File: src/rtl/core/assert_macros.svh
// Assertion macros for the RTL of the running median tracker.
`ifndef ASSERT_MACROS_SVH
`define ASSERT_MACROS_SVH

// Checked on every rising clock edge, skipped while reset is high.
`define RMT_ASSERT(lbl, prop, msg) \
   lbl: assert property (@(posedge clock) disable iff (reset) prop) else $error(msg);

// Checked on every rising clock edge, reset included.
`define RMT_ASSERT_ALWAYS(lbl, prop, msg) \
   lbl: assert property (@(posedge clock) prop) else $error(msg);

`endif

File: src/rtl/core/rmt_pkg.sv
// Types and constants shared by the running median tracker modules.
`default_nettype none

package rmt_pkg;

   localparam int DATA_W     = 32;
   localparam int GROUP_SIZE = 16;

   // What one cell hands to its right-hand neighbor.
   typedef struct packed {
      logic [DATA_W-1:0] value;
      logic              le;
      logic              marker;
   } link_type;

   // Controls broadcast from the top level to every cell.
   typedef struct packed {
      logic insert;
      logic step_marker;
      logic home_marker;
   } cell_ctrl_type;

endpackage

`default_nettype wire

File: src/rtl/core/rmt_cell.sv
// One slot of the sorted chain: a stored value and the median marker bit.
`default_nettype none

module rmt_cell #(
   parameter bit IS_FIRST = 1'b0
) (
   input  wire logic                        clock,
   input  wire logic                        reset,
   input  wire rmt_pkg::cell_ctrl_type      ctrl,
   input  wire logic                        occupied,
   input  wire logic [rmt_pkg::DATA_W-1:0]  sample,
   input  wire rmt_pkg::link_type           left,
   output rmt_pkg::link_type                right,
   output logic [rmt_pkg::DATA_W-1:0]       tap
);

   logic [rmt_pkg::DATA_W-1:0] value_ff, value_in;
   logic                       marker_ff, marker_in;
   logic                       le;

   // Stored values form an ascending prefix, so the cells that hold a value
   // not above the sample form a prefix too.
   assign le = occupied && ($signed(value_ff) <= $signed(sample));

   always_comb begin
      value_in = value_ff;
      if (ctrl.insert && !le) begin
         value_in = left.le ? sample : left.value;
      end
      marker_in = marker_ff;
      if (ctrl.step_marker) begin
         marker_in = ctrl.home_marker ? IS_FIRST : left.marker;
      end
   end

   always_ff @(posedge clock) begin
      value_ff <= value_in;
   end

   always_ff @(posedge clock) begin
      if (reset) begin
         marker_ff <= 1'b0;
      end else begin
         marker_ff <= marker_in;
      end
   end

   assign right = '{value: value_ff, le: le, marker: marker_ff};
   assign tap   = marker_ff ? value_ff : '0;

endmodule

`default_nettype wire

File: config.mk
export PLATFORM = sky130hd
export DESIGN_NAME = rmt_cell
export DESIGN_NICKNAME = d
export VERILOG_FILES = /design/src/rtl/core/assert_macros.svh /design/src/rtl/core/rmt_pkg.sv /design/src/rtl/core/rmt_cell.sv
export SDC_FILE = /design/constraint.sdc
export NUM_CORES = 1
export LEC_CHECK = 0
export BUFFER_PORTS_ARGS = -buffer_cell sky130_fd_sc_hd__buf_2
export CORE_MARGIN = 2
export CORE_UTILIZATION = 43
export CTS_BUF_LIST = sky130_fd_sc_hd__clkbuf_4
export CTS_CLUSTER_SIZE = 30
export DETAILED_ROUTE_END_ITERATION = 10
export GPL_TIMING_DRIVEN = 1
export PLACE_DENSITY = 0.79
export SLEW_MARGIN = 20
export SYNTH_ARGS = -nofsm -noshare
export SYNTH_HDL_FRONTEND = slang
export SYNTH_SLANG_ARGS = --single-unit
File: constraint.sdc
create_clock -name clock -period 4.3 [get_ports clock]
set_input_delay 0.86 -clock clock [delete_from_list [all_inputs] [get_ports clock]]
set_output_delay 0.86 -clock clock [all_outputs]
set_load 0.01 [all_outputs]
## Word level (Yosys, flattened, before mapping)

Index checks and enable logic that the tools add are counted.

| word-level totals | value |
|---|---|
| register bits | 33 |
| word-level logic and storage cells | 9 |

| cells by class | value |
|---|---|
| magnitude comparators | 1 |
| multiplexer cells | 3 |
| reductions and logical operators | 3 |

Operators by type and width:

| kind | number |
|---|---|
| $mux 32 | 2 |
| $le 32x32->1 | 1 |
| $logic_and 1x1->1 | 2 |
| $logic_not 1->1 | 1 |
| $mux 1 | 1 |

## Longest topological paths before layout

| depth | value |
|---|---|
| depth in word-level cells | 4 |
| depth in mapped cells | 9 |
| gate-level depth less buffers | 8 |

## Worst setup path before layout

Ideal clock, no wire load.

| timing path | value |
|---|---|
| path type | input -> register |
| from | in sample[15] in the netlist's numbering |
| to | reg value_ff[0] in the netlist's numbering, enable pin |
| arrival time | 2741 ps |
| required time | 3908 ps |
| setup slack | 1167 ps |
| cell stages on the path | 8 |
| cell sequence | inv_1 ha_1 nand4_1 nor4_2 o21ai_1 nand4_1 a21o_1 and3_1 |

| on the way | value |
|---|---|
| word-level cells in the longest chain between the ends | 4 |

Ends and longest elaborated chain:

| element | line | text |
|---|---|---|
| start, declared | rmt_cell.sv:11 | `input wire logic [rmt_pkg::DATA_W-1:0] sample,` |
| $le 32x32->1 | rmt_cell.sv:23 | `assign le = occupied && ($signed(value_ff) <= $signed(sample));` |
| $logic_and 1x1->1 | rmt_cell.sv:23 |  |
| $logic_not 1->1 | rmt_cell.sv:27 | `if (ctrl.insert && !le) begin` |
| $logic_and 1x1->1 | rmt_cell.sv:27 |  |
| end signal, assigned | rmt_cell.sv:37 | `value_ff <= value_in;` |
| end, declared | rmt_cell.sv:17 | `logic [rmt_pkg::DATA_W-1:0] value_ff, value_in;` |

Every way passes these cells.
A chain may end at the register's enable or synchronous reset.

==> flow_summary.ini <==
[floorplan]
dieArea_mm2 = 0.006335
fp.dieW_um = 79.60
core-area_mm2 = 0.005507
die_h_um = 79.60
initial_utilization = 0.4463
row_count = 27
ios = 138

[power_and_ir_drop]
comb_power_share = 0.300
p_seq_frac = 0.502
peakVddDrop_mv = 0.1302
switching_power_uw = 259.6
p_leak_uw = 0.001702
powerDensity_mw_per_mm2 = 260.3
netSwitchingFraction = 0.3068
p_int_uw = 586.8
clkPwrFrac = 0.198

[final_layout]
ff_latch_area_um2 = 980.9
area_delta_synth_final_pct = 32.33
drive_gt1_frac = 0.4823
n_fill_cell = 481
antennaDiodeCount = 0
final_area_mm2 = 0.003252
fin_util = 0.5905
nets = 471
multi_input_area_mm2 = 0.001311

[route]
wl_per_cell_um = 13.58
drt-initial-drc-count = 57
wl_um = 5960
vias = 2138
first_pass_iters = 4
ant_nets = 0
drcViolationCount = 0
avgViaCountPerCell = 4.870

[cts]
numCtsBuffers = 5
cts_tree = built
clk_latency_ns = 0.33
ctsHtreeMaxLevel = 2
cts_hold_buf = 0
clockBufferDepth = 2
cts-resized-gates = 0
cts-root-buf = clkbuf_4
post-cts-setup-buffers = 0
clk_pin_slew_ns = 0.09
cts.sinks = 33

[sta]
rsz0062_at_grt = no
finalSetupTns_ns = 0
whs_ns = 0.6829
skew_ns = 0.01615
relSlewSlack = 0.3996
setup_violations = 0
drv_slew = 0
worstMarginPinSlew_ns = 0.8993
final-hold-violation-count = 0
min_period_over_period = 0.7681
timing.fmax_mhz = 302.8
min_period_ns = 3.303

[setup_path]
path_cells = buf_2, inv_1, ha_1, a21oi_2, nor2_1, a2111oi_1, nand4_1, a21o_1, nand2_1, buf_2
r2r-start = value_ff[13]
cp_common_cell = buf_2
crit_cells = 10
end_kind = output pin
criticalPathCategory = in -> out
crit_slowest_cell = a2111oi_1
slowest_delay_ns = 0.42
cp.required_ns = 3.44
cp-start-kind = input pin
critPathLaunch = sample[13]
crit_family = compound AO/OA/AOI/OAI gates
critical_path_buf_inv_count = 3
arrival_ns = 2.44
crit_fanout = 2
reg2reg_depth = 8

[yosys]
syn_nets = 334
synth_enable_flop_cells = 32
yosysSeqAreaShare = 0.3992
syn_area_mm2 = 0.002457
syn_area_per_cell_um2 = 10.68
synthArstFlopShare = 0
yosysWarningCount = 0
synth_cell_types = 33
syn_inst = 230
synth-seq-cells = 33
synth_flop_cell = edfxtp_1

[placement]
placed_area_mm2 = 0.003203
port_buffers = 137
dpl.hpwl_um = 4827
place_congestion = 0.7798

[global_route]
grt_start_max_net_pins = 35
overflow = 0
grt_use_total = 0.1887
grt_pass1_vias = 2124
antenna_found_initial = 0
grt_pass1_wl_um = 9273

[worst_hold_path]
worstHoldStart = reset
min_path_cells = 2
hold_path_class = in -> reg

[flow_run]
cap_violations = 0

[outcome]
status = completed
-- worst paths after layout --
check                              endpoint  slack, ns
worst max-delay path               right[1]        1.0
worst min-delay path              marker_ff       0.68
worst min register to register    marker_ff       0.90
worst max register to register  value_ff[1]       1.86
-- flip-flops by register name (all words and copies together) (netlist names) --
signal,flops
marker_ff,1
value_ff,32
-- per-stage QoR --
stage | setup slack (ns) | std cells | power (uW)
finish | 0.9970 | 439 | 846.4
global route | 0.8554 | 439 | 903.9
CTS | 0.9899 | 439 | 856.6
detailed placement | 0.9953 | 432 | 688.9
global placement | 1.085 | 432 | 677.7
floorplan | 1.167 | 230 | 578.3
-- Yosys cell counts (2+ instances only) --
master	instances	area (um^2)
a21o_1	3	22.52
a21oi_1	12	60.06
and2_1	32	200.2
and3_1	2	12.51
buf_2	3	15.01
buf_4	2	15.01
clkbuf_1	4	15.01
edfxtp_1	32	960.9
ha_1	32	400.4
inv_1	32	120.1
mux2_1	3	33.78
mux2_2	29	326.6
nand2_1	11	41.29
nand2b_1	2	12.51
nand4_1	6	37.54
nor2_1	3	11.26
nor2b_1	2	12.51
nor3_1	2	10.01
o21ai_0	2	10.01
o21ai_1	3	15.01
-- final cells by class --
class / instances / area share
Inverter: 32 / 0.03694
Multi-Input combinational cell: 156 / 0.4032
Clock inverter: 1 / 0.001154
Tap cell: 72 / 0.02770
Clock buffer: 6 / 0.01385
Timing Repair Buffer: 139 / 0.2155
Sequential cell: 33 / 0.3017
-- layer usage --
metal  track usage  part of all wire  wire [um]  vias up
met4       0.07069             0.018        106        0
met2        0.3563              0.54       3206       72
met1        0.2078              0.39       2328      977
li1              -                 -          -     1081
met5             0                 0          0        -
met3       0.03394             0.053        318        8
-- logic make-up (layout without fill, tap and decap cells) --
| kind of cell | after synthesis | count (layout) | synth area share |
|---|---|---|---|
| simple gates | 64 | 64 | 0.1512 |
| buf+inv | 41 | 178 | 0.06721 |
| flops | 33 | 33 | 0.3992 |
| fa+ha+maj | 32 | 32 | 0.1629 |
| mux | 32 | 32 | 0.1466 |
| compound gates | 28 | 28 | 0.07281 |
-- placed cells by master (no fill, tap or decap), types with 2 or more instances in the layout --
master	instances
nor2b_1	2
edfxtp_1	32
and3_1	2
o21ai_1	3
a21o_1	3
nor2_1	3
mux2_2	29
buf_2	137
a21oi_1	12
and2_1	32
buf_4	2
o21ai_0	2
nand2_1	11
clkbuf_4	6
nand4_1	6
nor3_1	2
mux2_1	3
inv_1	32
ha_1	32
nand2b_1	2
-- power groups by stage --
| stage | sequential [uW] | clock, uW | combinational, uW |
|---|---|---|---|
| after floorplan | 440 | 0 | 138 |
| after global placement | 429 | 0 | 248 |
| after detailed placement | 432 | 0 | 257 |
| after CTS | 425 | 173 | 259 |
| after global routing | 429 | 187 | 288 |
| final | 425 | 168 | 254 |
(Power assumes the default switching activity.)
